===== src/rtl/core/pdq_pkg.sv =====
// shared constants, types and helpers for the possibility degree query block
package pdq_pkg;

   localparam int LANES      = 4;
   localparam int LANE_BITS  = $clog2(LANES);
   localparam int MAX_ENTRIES = 256;
   localparam int ROWS       = MAX_ENTRIES / LANES;
   localparam int ROW_BITS   = $clog2(ROWS);
   localparam int COLS       = 8;
   localparam int VB         = 4;
   localparam int DOM        = 1 << VB;
   localparam int WB         = 16;
   localparam int TB         = COLS * VB;
   localparam logic [VB-1:0] NULL_CODE = '1;

   typedef enum logic [1:0] {
      REG_ENTRIES_IN_USE = 2'd0,
      REG_COLUMN_COUNT   = 2'd1,
      REG_VALUE_COUNTS   = 2'd2
   } pdq_reg_type;

   typedef logic [COLS-1:0][DOM-1:0] pdq_seen_type;

   typedef struct packed {
      logic [COLS-1:0] care;
      logic [COLS-1:0] other;
      logic [TB-1:0]   target;
   } pdq_match_type;

   function automatic logic [VB-1:0] low_bit(input logic [DOM-1:0] m);
      logic [VB-1:0] r;
      r = '0;
      for (int i = DOM - 1; i >= 0; i--) begin
         if (m[i]) begin
            r = VB'(i);
         end
      end
      return r;
   endfunction

endpackage


===== src/rtl/core/pdq_lane.sv =====
// one lane: a bank of the entry table and the per-entry compatibility check
module pdq_lane (
   input  logic                          clock,
   input  logic                          wr_en,
   input  logic [pdq_pkg::ROW_BITS-1:0]  wr_addr,
   input  logic [pdq_pkg::TB-1:0]        wr_value,
   input  logic [pdq_pkg::WB-1:0]        wr_weight,
   input  logic                          rd_en,
   input  logic [pdq_pkg::ROW_BITS-1:0]  rd_addr,
   input  pdq_pkg::pdq_match_type        match,
   output logic                          hit,
   output logic [pdq_pkg::WB-1:0]        hit_weight,
   output pdq_pkg::pdq_seen_type         hit_seen
);
   import pdq_pkg::*;

   logic [TB+WB-1:0] mem [ROWS];
   logic [TB+WB-1:0] rd_ff;
   logic             vld_ff;
   logic [COLS-1:0]  col_ok;
   logic [VB-1:0]    ek;
   logic [VB-1:0]    tk;

   always_ff @(posedge clock) begin
      if (wr_en) begin
         mem[wr_addr] <= {wr_value, wr_weight};
      end
      if (rd_en) begin
         rd_ff <= mem[rd_addr];
      end
   end

   always_ff @(posedge clock) begin
      vld_ff <= rd_en;
   end

   always_comb begin
      ek = '0;
      tk = '0;
      hit_seen = '0;
      for (int k = 0; k < COLS; k++) begin
         ek = rd_ff[WB + k*VB +: VB];
         tk = match.target[k*VB +: VB];
         col_ok[k] = !match.care[k] || ek == NULL_CODE || (!match.other[k] && ek == tk);
      end
      hit = vld_ff && (&col_ok);
      for (int k = 0; k < COLS; k++) begin
         ek = rd_ff[WB + k*VB +: VB];
         if (hit && ek != NULL_CODE) begin
            hit_seen[k][ek] = 1'b1;
         end
      end
      hit_weight = hit ? rd_ff[WB-1:0] : '0;
   end

endmodule


===== config.mk =====
export PLATFORM = sky130hd
export DESIGN_NAME = pdq_lane
export DESIGN_NICKNAME = d
export VERILOG_FILES = /design/src/rtl/core/pdq_pkg.sv /design/src/rtl/core/pdq_lane.sv
export SDC_FILE = /design/constraint.sdc
export NUM_CORES = 2
export LEC_CHECK = 0
export BUFFER_PORTS_ARGS = -buffer_cell sky130_fd_sc_hd__buf_4
export CORE_UTILIZATION = 35
export DETAILED_ROUTE_END_ITERATION = 6
export PLACE_DENSITY = 0.55
export SETUP_SLACK_MARGIN = 0.1
export SLEW_MARGIN = 20
export SYNTH_ARGS = -nofsm -noshare
export SYNTH_HDL_FRONTEND = slang
export SYNTH_SLANG_ARGS = --single-unit
export TNS_END_PERCENT = 10

===== constraint.sdc =====
create_clock -name clock -period 5.3 [get_ports clock]
set_input_delay 0.53 -clock clock [delete_from_list [all_inputs] [get_ports clock]]
set_output_delay 0.53 -clock clock [all_outputs]
set_load 0.02 [all_outputs]

==> impl_metrics.ini <==
[clock_network]
clk_pin_slew_ns = 0.06
clk_latency_ns = 0.92
htreeDepth = 5
cts.path.max_buffers = 4
cts_made_buffers = 328
cts-root-buf = clkbuf_16
ctsHoldBuffers = 0
cts_tree = yes
clock_sinks = 3121

[timing]
finClkSkew_ns = 0.0452
finalCritPeriodShare = 0.944
tightest_slew_ns = 1.15
max_freq_mhz = 200
period_minus_slack_ns = 5.00
hold_viol_final = 0
maxSlewHeadroom = 0.234
setup_viol = 0
grt_setup_unrepaired = no
tns_ns = 0
slew_violations = 0

[layout]
nFillCells = 29500
layout-drive-gt1-share = 0.296
nets = 5908
ff_latch_area_um2 = 93700
multi_input_area_um2 = 25100
syn2layout_area_growth_pct = 16.2
layout_commonest_cell = edfxtp_1
final_cell_mix = 3120 x edfxtp_1, 785 x mux4_2, 380 x buf_4
final_cells = 10600

[floorplan]
rows = 214
coreArea_um2 = 340000
io_pins = 256
fp.dieH_um = 587
die_area_um2 = 345000
die_w_um = 587
start_util = 0.352

[global_routing]
grt-ovfl-total = 0
grt_pass1_vias = 61300
grt_start_max_net_pins = 98
antenna_found_initial = 34
grt_usage = 0.214
grt_pass1_wl_mm = 510

[placed_design]
port_buffers = 247
gp_congestion = 0.801
dp.cells = 10000
dpl.hpwl_mm = 200

[critical_path]
worstSetupPathType = register to output pin
arrival_ns = 4.47
worstPathRequired_ns = 4.77
cp-start-kind = register
cp_max_fo = 89
worstSetupEndpointType = output pin

[routing]
routedWlPerCell_um = 35.3
wirelength_mm = 374
first_pass_iters = 6
num_vias = 61200
first_iter_violations = 8612
drc = 0
vias_per_cell = 5.78
ant_nets = 0

[pwr]
p_per_area_nw_per_um2 = 377
p_leak_nw = 43.3
ir_drop_v = 0.000275

[logic_synthesis]
netlist_instances = 5318
synth_top_area_cell = edfxtp_1
synthTopCellsByArea = edfxtp_1 78%, mux4_2 15%, mux2i_1 1.3%
ys_warn_count = 0
async_flop_share = 0
yosys.cell_types.count = 47
synth_edf_count = 3120
synth-main-ff-cell = edfxtp_1
synth-seq-area-share = 0.782
yosys.area.top_type_share = 0.782
avgSynthCellArea_um2 = 22.5
ys_ff_latch = 3121
syn_area_um2 = 120000

[hold_path]
hold_path_class = input pin to register

[status]
status = finished clean

[run]
maxCapViolations = 0
-- state kept, by name, indices dropped and copies added (netlist names) --
signal	flops
mem	3072
rd_ff	48
vld_ff	1
-- path summary, 6_finish.rpt --
| path | from | to | slack, ns | depth (start not counted) |
|---|---|---|---|---|
| worst min register to register | mem[36][27] | rd_ff[27] | 0.93 | 5 |
| worst max register to register | mem[34][24] | rd_ff[24] | 3.09 | 5 |
| worst min-delay path | wr_weight[7] | mem[36][7] | 0.13 | 1 |
| worst max-delay path | rd_ff[38] | hit_seen[52] | 0.30 | 7 |
-- Yosys cell counts, drive strengths merged, types with 2 or more instances --
library cell	instances
mux2i	153
xnor2	12
o22ai	86
o21a	2
or3b	4
buf	197
and2	2
o21ai	92
a221oi	78
nand4	2
o221ai	39
nor2b	8
mux4	785
a21oi	89
nand2	65
clkbuf	121
or2	19
nor2	167
xor2	20
nor3	40
nor4	120
inv	24
or3	2
o31ai	2
nand2b	41
nand3	10
or4	2
nand3b	5
edfxtp	3120
-- critical path, cell delays in order, from the launching register on --
cell and delay (ns):
edfxtp_1 0.91, nand2_1 0.27, o21ai_0 0.22, a21oi_1 0.09, or4_4 0.49, buf_4 0.37, nor4_1 0.86, buf_4 0.27
-- cell families after synthesis --
kind of cell    count (synthesis)  synth area share
flops                        3121             0.782
mux                           939             0.160
compound gates                393            0.0212
simple gates                  490            0.0205
other cells                     1         0.0000313
xor+xnor                       32           0.00234
buf+inv                       342            0.0139
-- per-layer routing --
layer | up-vias | GRT usage | routed length, um
met5 | - | 0 | 72
met4 | 12 | 0.0566 | 10400
met3 | 572 | 0.0385 | 33300
met2 | 3108 | 0.351 | 181000
met1 | 33800 | 0.293 | 150000
li1 | 23700 | - | -
-- what timing repair did --
item                       4_1_cts  5_1_grt
setup endpoints to repair        2        2
gates cloned                     0        0
pin swaps                        0        0
gates resized for setup          2        0
buffers inserted                 0        1
-- where the power goes --
part	leakage, nW	internal, W	total, W	switching, W
Combinational	10.2	0.000942	0.00262	0.00168
Clock	5.03	0.0127	0.0224	0.00969
Sequential	28.1	0.0274	0.0275	0.000139
-- per-stage QoR --
step | power, W | area (um^2) | util | hold slack, ns | worst slack [ns]
after CTS | 0.0528 | 139000 | 0.409 | 0.0880 | 0.218
after floorplan | 0.0294 | 120000 | - | 0.558 | 0.485
after global routing | 0.0539 | 139000 | 0.409 | 0.138 | 0.244
final | 0.0525 | 139000 | 0.409 | 0.126 | 0.298
after global placement | 0.0306 | 129000 | 0.379 | 0.911 | 0.845
after detailed placement | 0.0307 | 129000 | 0.379 | 0.931 | 0.950
-- final cells by class --
class	count	area share
Sequential cell	3121	0.673
Multi-Input combinational cell	1862	0.180
Clock buffer	407	0.0616
Timing Repair Buffer	460	0.0318
Inverter	24	0.000647
Antenna cell	6	0.000108
Tap cell	4536	0.0407
Clock inverter	183	0.0124
Power figures use the tool's default switching activity.
