`src/rtl/core/pdq_pkg.sv`:
```
// shared constants, types and helpers for the possibility degree query block
package pdq_pkg;

   localparam int LANES      = 4;
   localparam int LANE_BITS  = $clog2(LANES);
   localparam int MAX_ENTRIES = 256;
   localparam int ROWS       = MAX_ENTRIES / LANES;
   localparam int ROW_BITS   = $clog2(ROWS);
   localparam int COLS       = 8;
   localparam int VB         = 4;
   localparam int DOM        = 1 << VB;
   localparam int WB         = 16;
   localparam int TB         = COLS * VB;
   localparam logic [VB-1:0] NULL_CODE = '1;

   typedef enum logic [1:0] {
      REG_ENTRIES_IN_USE = 2'd0,
      REG_COLUMN_COUNT   = 2'd1,
      REG_VALUE_COUNTS   = 2'd2
   } pdq_reg_type;

   typedef logic [COLS-1:0][DOM-1:0] pdq_seen_type;

   typedef struct packed {
      logic [COLS-1:0] care;
      logic [COLS-1:0] other;
      logic [TB-1:0]   target;
   } pdq_match_type;

   function automatic logic [VB-1:0] low_bit(input logic [DOM-1:0] m);
      logic [VB-1:0] r;
      r = '0;
      for (int i = DOM - 1; i >= 0; i--) begin
         if (m[i]) begin
            r = VB'(i);
         end
      end
      return r;
   endfunction

endpackage

```
`src/rtl/core/pdq_merge.sv`:
```
// merging stage: running maximum weight and seen values over all lanes
module pdq_merge (
   input  logic                                  clock,
   input  logic                                  clear,
   input  logic [pdq_pkg::LANES-1:0]             hit,
   input  logic [pdq_pkg::LANES-1:0][pdq_pkg::WB-1:0] hit_weight,
   input  pdq_pkg::pdq_seen_type                 hit_seen [pdq_pkg::LANES],
   output logic [pdq_pkg::WB-1:0]                best,
   output pdq_pkg::pdq_seen_type                 seen
);
   import pdq_pkg::*;

   logic [WB-1:0] best_ff, best_in;
   pdq_seen_type  seen_ff, seen_in;

   always_comb begin
      best_in = best_ff;
      seen_in = seen_ff;
      for (int l = 0; l < LANES; l++) begin
         if (hit[l] && hit_weight[l] > best_in) begin
            best_in = hit_weight[l];
         end
         seen_in = seen_in | hit_seen[l];
      end
   end

   always_ff @(posedge clock) begin
      if (clear) begin
         best_ff <= '0;
         seen_ff <= '0;
      end else begin
         best_ff <= best_in;
         seen_ff <= seen_in;
      end
   end

   assign best = best_ff;
   assign seen = seen_ff;

endmodule

```
`config.mk`:
```
export PLATFORM = sky130hd
export DESIGN_NAME = pdq_merge
export DESIGN_NICKNAME = d
export VERILOG_FILES = /design/src/rtl/core/pdq_pkg.sv /design/src/rtl/core/pdq_merge.sv
export SDC_FILE = /design/constraint.sdc
export NUM_CORES = 1
export LEC_CHECK = 0
export BUFFER_PORTS_ARGS = -buffer_cell sky130_fd_sc_hd__buf_2
export CAP_MARGIN = 20
export CORE_AREA = 8 8 279 281
export DETAILED_ROUTE_END_ITERATION = 7
export DIE_AREA = 0 0 287 289
export HOLD_SLACK_MARGIN = 0.02
export PLACE_DENSITY_LB_ADDON = 0.05
export SYNTH_ARGS = -nofsm -noshare
export SYNTH_HDL_FRONTEND = slang
export SYNTH_SLANG_ARGS = --single-unit
```
`constraint.sdc`:
```
create_clock -name clock -period 11.9 [get_ports clock]
set_input_delay 0 -clock clock [delete_from_list [all_inputs] [get_ports clock]]
set_output_delay 0 -clock clock [all_outputs]
set_load 0.005 [all_outputs]
```
==> results of run 1 <==
==> flip-flops by register name (all words and copies together), names as in the netlist <==
name	count
seen	128
best	16
==> per-layer routing <==
layer,vias up,routed length (µm),track usage (%)
met3,74,4129,4.728
met5,-,106,0
met2,375,33460,26.81
met4,16,1423,3.962
li1,5424,-,-
met1,5069,20960,13.69
==> worst max path at each step <==
stage / end / depth (start not counted) / start / slack, ps
3_5_place_dp: best[2] / 35 / best[10] / 2100
2_1_floorplan: best[10] / 37 / best[15] / 3300
4_1_cts: best[12] / 37 / best[11] / 1650
6_report: best[12] / 37 / best[10] / 1790
5_1_grt: best[4] / 37 / best[13] / 910
3_3_place_gp: best[2] / 34 / best[10] / 2180
==> metrics by stage <==
stage          worst slack (ps)  hold slack, ps
6_report                   1794           79.19
5_1_grt                   910.1           43.11
4_1_cts                    1650           22.90
3_5_place_dp               2096           247.9
3_3_place_gp               2179           247.7
2_1_floorplan              3304           140.5
==> logic make-up after synthesis <==
logic type / share of synthesized area (%)
simple gates: 21.00
buf+inv: 3.916
compound gates: 19.38
flops: 39.40
fa+ha+maj: 10.60
mux: 5.695
==> area by class of cell <==
type                    count  area, µm²  share of cell area (%)
repair buffers           1137       7747                   46.15
clock inverters            14      143.9                  0.8571
inverters                  50      187.7                   1.118
diodes                     10      25.02                  0.1491
clock buffers              17      425.4                   2.534
flip-flops and latches    144       2883                   17.17
well taps                 969       1212                   7.222
multi-input cells         657       4164                   24.80
==> power groups by stage <==
stage          Clock, µW  Sequential [µW]  Combinational (µW)
5_1_grt              620              585                1190
6_report             569              574                1060
4_1_cts              606              576                1080
3_3_place_gp           0              585                 974
3_5_place_dp           0              586                 952
2_1_floorplan          0              582                 554
==> cell usage in the layout (no fill, tap or decap), types with 3 or more instances in the layout <==
| master | n |
|---|---|
| a211o_1 | 3 |
| a211oi_1 | 9 |
| a211oi_2 | 8 |
| a21o_1 | 17 |
| a21oi_1 | 147 |
| and2_1 | 3 |
| buf_2 | 724 |
| buf_4 | 4 |
| clkbuf_16 | 17 |
| clkinvlp_4 | 4 |
| dfxtp_1 | 144 |
| diode_2 | 10 |
| dlygate4sd3_1 | 409 |
| ha_1 | 62 |
| inv_1 | 50 |
| inv_6 | 6 |
| mux2i_1 | 39 |
| nand2_1 | 10 |
| nand3_1 | 3 |
| nand4_1 | 13 |
| nor2_1 | 152 |
| nor2b_1 | 3 |
| nor3_1 | 131 |
| o21a_1 | 6 |
| o21ai_0 | 8 |
| o21ai_1 | 3 |
| o41ai_2 | 3 |
==> critical path: cells and delay by family (launching register included) <==
family	cells	cell delay, ps
buffers and inverters	4	1070
muxes	3	980
AOI/OAI and AO/OA	19	4540
DFF	1	390
and+or+nand+nor	7	1800
adders and majority gates	4	1230
==> impl_metrics.toml, run 1 <==
[status]
status = "completed"

[power]
switching_power_uw = 868.4
internal_power_uw = 1336
clkPwrFrac_pct = 25.8
switching_share_pct = 39.39
seqPwrFrac_pct = 26.1
power_density_mw_per_mm2 = 131.3
ir_drop_uv = 68.71
power_frac_comb_pct = 48.1
p_leak_uw = 0.008272
total_power_uw = 2205

[global_routing]
antenna_found_initial = 26
grt_max_degree = 69
grt_pass1_vias = 12050
grt_pass1_wl_um = 81990
track_usage_pct = 13.79
grt_overflow_total = 0

[layout]
nNetsFinal = 2651
final_area_mm2 = 0.01679
final_cells = 2998
n_fill_cell = 8342
area_delta_synth_final_pct = 129.5
utilization_pct = 22.82
drive_above_1_share_pct = 38.83

[synth]
yosysSeqAreaShare_pct = 39.40
syn_area_per_cell_um2 = 8.380
syn_nets = 1517
yosysMostFrequentCell = "nor2_1"
synth.cell_area_mm2 = 0.007316
ys_top_cells_by_area = "dfxtp_1 39%, ha_1 11%, a21oi_1 10%"
synth-seq-cells = 144
syn_inst = 873
synthArstFlopShare_pct = 0
yosysUniqueCellTypes = 54
synth_top_area_cell = "dfxtp_1"
synth.top_cells.by_count = "152 x nor2_1, 147 x a21oi_1, 144 x dfxtp_1"
synth_edf_count = 0
synth_top_area_share_pct = 39.40
yosys_warnings = 0
synth_flop_cell = "dfxtp_1"

[hold_path]
min_to = "best[0]"
worstHoldPathType = "input port to flip-flop"
whs_path_depth = 3
min-delay-start = "hit_weight[32]"

[setup_path]
reg2regPathDepth = 37
r2r-start = "best[10]"
end_kind = "flip-flop"
cp_slowest_cell = "a211oi_1"
path_max_fanout = 28
rr_endpoint = "best[12]"
crit_required_ps = 12300
crit_arrival_ps = 10510
ff2ff_setup_slack_ps = 1790
critPathKind = "flip-flop to flip-flop"
slowest_delay_ps = 600
worstSetupStartpointType = "flip-flop"

[route]
detail_route.wl_per_cell_um = 20.04
drcViolationCount = 0
drt-initial-drc-count = 337
via_count = 10960
routed_via_density = 3.655
ant_nets = 0
routed_wl_um = 60080
firstDrtPassIters = 4

[cts]
hold_buffers = 409
clock_latency_ps = 480
cts_max_level = 4
path_clk_slew_ps = 80
cts_tree = "done"
postCtsSetupBuffers = 0
cts_buffers = 17
cts_root_buf = "clkbuf_16"
cts_sinks = 144
clockBufferDepth = 2
cts.repair.resized = 0

[die]
die-height_um = 289
rows = 100
core-area_mm2 = 0.07357
ios = 726
start_util_pct = 9.944
dieArea_mm2 = 0.08294
die_x_um = 287

[timing]
setup_viol = 0
min_period_ps = 10110
fin_tns_setup_ps = 0
rsz0062_at_grt = "false"
finalHoldViolCount = 0
fmax_mhz = 98.95
slew_violations = 0
post-route-period-util_pct = 84.92
relSlewSlack_pct = 37.83
tightest_slew_ps = 932.6
final.setup_skew_ps = 22.25

[run]
cap_viol_max_count = 0

[place]
place_area_mm2 = 0.01210
placedCellCount = 2548
portBuffers = 725
gpl.final_weighted_congestion = 0.8988
dp_hpwl_um = 52020
(Power assumes the default switching activity.)
==> run 2: changes to the inputs <==
==> constraint.sdc (replaced) <==
create_clock -name clock -period 10.2 [get_ports clock]
set_input_delay 0 -clock clock [delete_from_list [all_inputs] [get_ports clock]]
set_output_delay 0 -clock clock [all_outputs]
set_load 0.005 [all_outputs]
==> run 2 against run 1 <==
Net effect: fmax grew 6.2%; final cell count grew 0.33%; routed wire length grew 0.76%; critical path depth grew 3; via count grew 0.10%; sequential power grew 16%; register-to-register slack lost 1100 ps; power grew 18%; final area grew 0.74%; largest cell class unchanged.
==> impl_metrics.toml, run 2 (synthesized netlist as in run 1, its figures left out) <==
[layout]
multi_input_area_mm2 = 0.004227
final_cell_mix = "724 x buf_2, 409 x dlygate4sd3_1, 152 x nor2_1"
register_area_mm2 = 0.002883
n_fill_cell = 8310
final_area_mm2 = 0.01691
largest_reg_flops = 128
area_delta_synth_final_pct = 131.2
drive_above_1_share_pct = 39.42
final_common_cell = "buf_2"
nNetsFinal = 2658

[setup_path]
path_max_fanout = 16
crit_required_ps = 10550
slowest_delay_ps = 610
ff2ff_setup_slack_ps = 680
crit_arrival_ps = 9870
rr_endpoint = "best[10]"
path_buf_inv = 3
end_kind = "flip-flop"
reg2regPathDepth = 40
crit_family = "compound AO/OA/AOI/OAI gates"
worstSetupStartpointType = "flip-flop"
r2r-start = "best[1]"
critPathKind = "flip-flop to flip-flop"
cp_slowest_cell = "dlygate4sd3_1"

[die]
rows = 100
die_x_um = 287
die-height_um = 289
start_util_pct = 9.944
ios = 726
dieArea_mm2 = 0.08294
core-area_mm2 = 0.07357

[global_routing]
track_usage_pct = 14.02
antenna_found_initial = 26
use_met1_pct = 14.63
globalRouteMet3Util_pct = 4.116
met2_usage_pct = 26.42
grt_pass1_vias = 12400
grt_pass1_wl_um = 83680
grt_overflow_total = 0
grt_max_degree = 69
top_usage_layer = "met2"

[hold_path]
worstHoldPathType = "input port to flip-flop"
min_to = "best[8]"
min-delay-start = "hit[3]"
whs_path_depth = 3

[timing]
rsz0062_at_grt = "false"
min_period_ps = 9516
fin_tns_setup_ps = 0
tightest_slew_ps = 982.3
fmax_mhz = 105.1
final.setup_skew_ps = 5.433
finalHoldViolCount = 0
relSlewSlack_pct = 34.41
setup_viol = 0
slew_violations = 0
post-route-period-util_pct = 93.29

[power]
power_frac_comb_pct = 48.7
p_leak_uw = 0.008315
ir_drop_uv = 67.32
power_density_mw_per_mm2 = 153.7
seqPwrFrac_pct = 25.6
switching_share_pct = 40.17
internal_power_uw = 1556
clkPwrFrac_pct = 25.7
switching_power_uw = 1044

[cts]
path_clk_slew_ps = 80
cts_buffers = 17
clockBufferDepth = 2
clock_latency_ps = 470
cts_sinks = 144
postCtsSetupBuffers = 0
cts_max_level = 4
cts_root_buf = "clkbuf_16"
cts_tree = "done"

[route]
detail_route.wl_per_cell_um = 20.12
routed_via_density = 3.647
routed_wl_um = 60530
ant_nets = 0
via_count = 10970
drcViolationCount = 0
drt-initial-drc-count = 325
firstDrtPassIters = 4

[place]
dp_hpwl_um = 52310
gpl.final_weighted_congestion = 0.8728
portBuffers = 725
place_area_mm2 = 0.01215

[run]
cap_viol_max_count = 0

[status]
status = "completed"
run 2: cell count changes in the layout (fill, tap and decap cells not counted), sizes merged:
cell and delta:
buf +6, bufinv -1, clkinv +4, diode +2, o311ai +1, clkbuf +1, clkinvlp -3
run 2: how the worst max path moves through the flow:
stage,start,to,cells after the start
after floorplan,best[15],best[10],37
after global placement,best[1],best[2],37
after detailed placement,best[1],best[2],37
after CTS,best[1],best[10],40
after global routing,best[1],best[10],40
final,best[1],best[10],40
run 2: power groups by stage:
stage / clock [µW] / combinational (µW) / sequential (µW)
2_1_floorplan: 0 / 647 / 679
6_report: 668 / 1270 / 666
5_1_grt: 729 / 1420 / 676
4_1_cts: 721 / 1270 / 667
3_5_place_dp: 0 / 1140 / 679
3_3_place_gp: 0 / 1160 / 677
run 2: routing by layer:
layer | wire [µm] | part of all wire [%] | up-vias
met4 | 1623 | 2.7 | 14
met5 | 84 | 0.14 | -
met3 | 3846 | 6.4 | 75
li1 | - | - | 5456
met1 | 21970 | 36 | 5059
met2 | 33010 | 55 | 365
run 2: cell type report:
cell class / instances / share of cell area (%)
Multi-Input combinational cell: 658 / 24.99
Tap cell: 969 / 7.169
Inverter: 50 / 1.110
Antenna cell: 12 / 0.1776
Sequential cell: 144 / 17.05
Clock buffer: 18 / 2.597
Clock inverter: 14 / 0.8360
Timing Repair Buffer: 1143 / 46.08
run 2: what timing repair did:
item,CTS,global route
hold buffers,409,0
endpoints found under the hold margin,144,0
endpoints found under the setup margin,0,16
resized for setup,0,9
run 2: worst register-to-register path, delay by kind of cell (launching register included):
kind,cells,cell delay (ps)
muxes,3,900
buffers and inverters,3,740
adders and majority gates,4,1050
DFF,1,390
AOI/OAI and AO/OA,21,4540
and+or+nand+nor,9,1750
run 2: through the flow:
stage / hold WS (ps) / std cells / utilization [%] / setup WS (ps) / total power, µW
detailed placement: 245.5 / 2554 / 16.51 / 308.9 / 1818
finish: 75.13 / 3008 / 22.99 / 684.0 / 2600
global route: 83.97 / 3003 / 22.97 / 32.94 / 2826
global placement: 243.3 / 2554 / 16.51 / 331.6 / 1839
CTS: 24.88 / 2995 / 22.86 / 7.314 / 2659
floorplan: 140.5 / 873 / - / 1604 / 1325
==> run 3: changes to the inputs <==
--- a/config.mk
+++ b/config.mk
@@ -7,11 +7,12 @@
 export LEC_CHECK = 0
 export BUFFER_PORTS_ARGS = -buffer_cell sky130_fd_sc_hd__buf_2
 export CAP_MARGIN = 20
-export CORE_AREA = 8 8 279 281
+export CORE_AREA = 3 3 283 285
 export DETAILED_ROUTE_END_ITERATION = 7
-export DIE_AREA = 0 0 287 289
+export DIE_AREA = 0 0 286 288
 export HOLD_SLACK_MARGIN = 0.02
 export PLACE_DENSITY_LB_ADDON = 0.05
 export SYNTH_ARGS = -nofsm -noshare
 export SYNTH_HDL_FRONTEND = slang
 export SYNTH_SLANG_ARGS = --single-unit
+export TNS_END_PERCENT = 1
==> constraint.sdc (replaced) <==
create_clock -name clock -period 12.15 [get_ports clock]
set_input_delay 0 -clock clock [delete_from_list [all_inputs] [get_ports clock]]
set_output_delay 0 -clock clock [all_outputs]
set_load 0.005 [all_outputs]
==> run 3 against run 2 <==
Net effect: sequential share of layout area about the same; die area down 0.69%; first-iteration DRC count down 1.2%; final cell count up 2.2%; critical path depth down 1; highest routed layer unchanged; routed wire length down 2.9%; register-to-register slack better by 1300 ps; via count down 1.1%; hold slack better by 4.3 ps; count of clock-buffer cells in the layout unchanged; final area up 0.14%.
==> impl_metrics.toml, run 3 (synthesized netlist as in run 1, its figures left out) <==
[global_routing]
track_usage_pct = 13.70
grt_max_degree = 80
grt_pass1_vias = 11630
grt_overflow_total = 0
antenna_found_initial = 22
grt_pass1_wl_um = 79870

[die]
dieArea_mm2 = 0.08237
rows = 102
die-height_um = 288
ios = 726
start_util_pct = 9.428
die_x_um = 286
core-area_mm2 = 0.07759

[timing]
relSlewSlack_pct = 40.45
rsz0062_at_grt = "false"
slew_violations = 0
post-route-period-util_pct = 83.46
setup_viol = 0
finalHoldViolCount = 0
final.setup_skew_ps = 11.09
finalWorstSetupSlack_ps = 2010
min_period_ps = 10140
fmax_mhz = 98.62
fin_tns_setup_ps = 0
tightest_slew_ps = 893.2

[run]
cap_viol_max_count = 0

[layout]
nNetsFinal = 2656
utilization_pct = 21.83
area_delta_synth_final_pct = 131.5
final_cells = 3074
largest_reg_flops = 128
final_cell_mix = "724 x buf_2, 415 x dlygate4sd3_1, 152 x nor2_1"
drive_above_1_share_pct = 38.67
final_common_cell = "buf_2"
n_fill_cell = 8930

[route]
detail_route.wl_per_cell_um = 19.13
routed_via_density = 3.530
drcViolationCount = 0
firstDrtPassIters = 4
routed_wl_um = 58800
via_count = 10850
ant_nets = 0
drt-initial-drc-count = 321

[setup_path]
crit_required_ps = 12520
cp_slowest_cell = "or2b_1"
crit_arrival_ps = 10510
critPathKind = "flip-flop to flip-flop"
path_max_fanout = 16
slowest_delay_ps = 760
end_kind = "flip-flop"
worstSetupStartpointType = "flip-flop"

[cts]
cts_tree = "done"
clock_latency_ps = 480
postCtsSetupBuffers = 0
path_clk_slew_ps = 80
cts_root_buf = "clkbuf_16"
cts_buffers = 17
cts_sinks = 144
cts_max_level = 4
clockBufferDepth = 2

[hold_path]
worstHoldPathType = "input port to flip-flop"

[power]
ir_drop_uv = 57.91
power_density_mw_per_mm2 = 127.8
p_leak_uw = 0.008316

[place]
gpl.final_weighted_congestion = 0.8621
dp_hpwl_um = 50740
portBuffers = 725
pre_cts_slack_ps = 2344
placedCellCount = 2618

[status]
status = "completed"
run 3: cell types whose count changed in the layout (fill, tap and decap cells not counted), moves of 2 or more:
cell,previous run,this run
diode_2,12,9
o21ai_2,2,0
buf_4,10,2
dlygate4sd3_1,409,415
run 3: path summary, 6_finish.rpt:
check | startpoint | endpoint | slack (ps) | depth (start not counted)
setup / recovery | best[11] | best[14] | 2010 | 39
setup reg to reg | best[11] | best[14] | 2010 | 39
hold reg to reg | seen[25] | seen[25] | 1060 | 3
hold / removal | hit[3] | best[1] | 80 | 3
run 3: power by group:
group / total [µW] / internal [µW] / switching, µW
clock: 557 / 273 / 284
sequential: 564 / 525 / 39.5
combinational: 1040 / 510 / 532
total: 2160 / 1310 / 856
run 3: area by class of cell:
class	instances	area, µm²	area share (%)
Sequential cell	144	2883	17.02
Tap cell	1040	1301	7.683
Inverter	50	187.7	1.108
Antenna cell	9	22.52	0.1330
Multi-Input combinational cell	657	4164	24.59
Clock inverter	14	145.1	0.8570
Timing Repair Buffer	1142	7804	46.08
Clock buffer	18	429.2	2.534
run 3: metrics by stage:
| step | power (µW) | hold WS (ps) | area [µm²] |
|---|---|---|---|
| 3_5_place_dp | 1504 | 245.0 | 12190 |
| 6_report | 2164 | 79.44 | 16940 |
| 4_1_cts | 2232 | 53.05 | 16910 |
| 5_1_grt | 2347 | 87.90 | 16920 |
| 3_3_place_gp | 1521 | 239.4 | 12190 |
| 2_1_floorplan | 1113 | 140.5 | 7316 |
run 3: repair_timing:
action | CTS | global route
resized for setup | 0 | 0
hold buffers | 415 | 0
endpoints found under the hold margin | 144 | 0
endpoints found under the setup margin | 0 | 0
run 3: critical path: cells and delay by family, from the launching register on:
kind            cells  cell delay [ps]
flops               1              370
fa+ha+maj           4             1100
simple gates        8             2050
mux                 3              980
compound gates     20             4500
buf+inv             4              990
run 3: layer usage:
layer	GRT usage, %	routed length, µm
met1	14.20	21400
met4	3.800	1205
met3	3.650	3275
met2	26.82	32860
met5	0	55
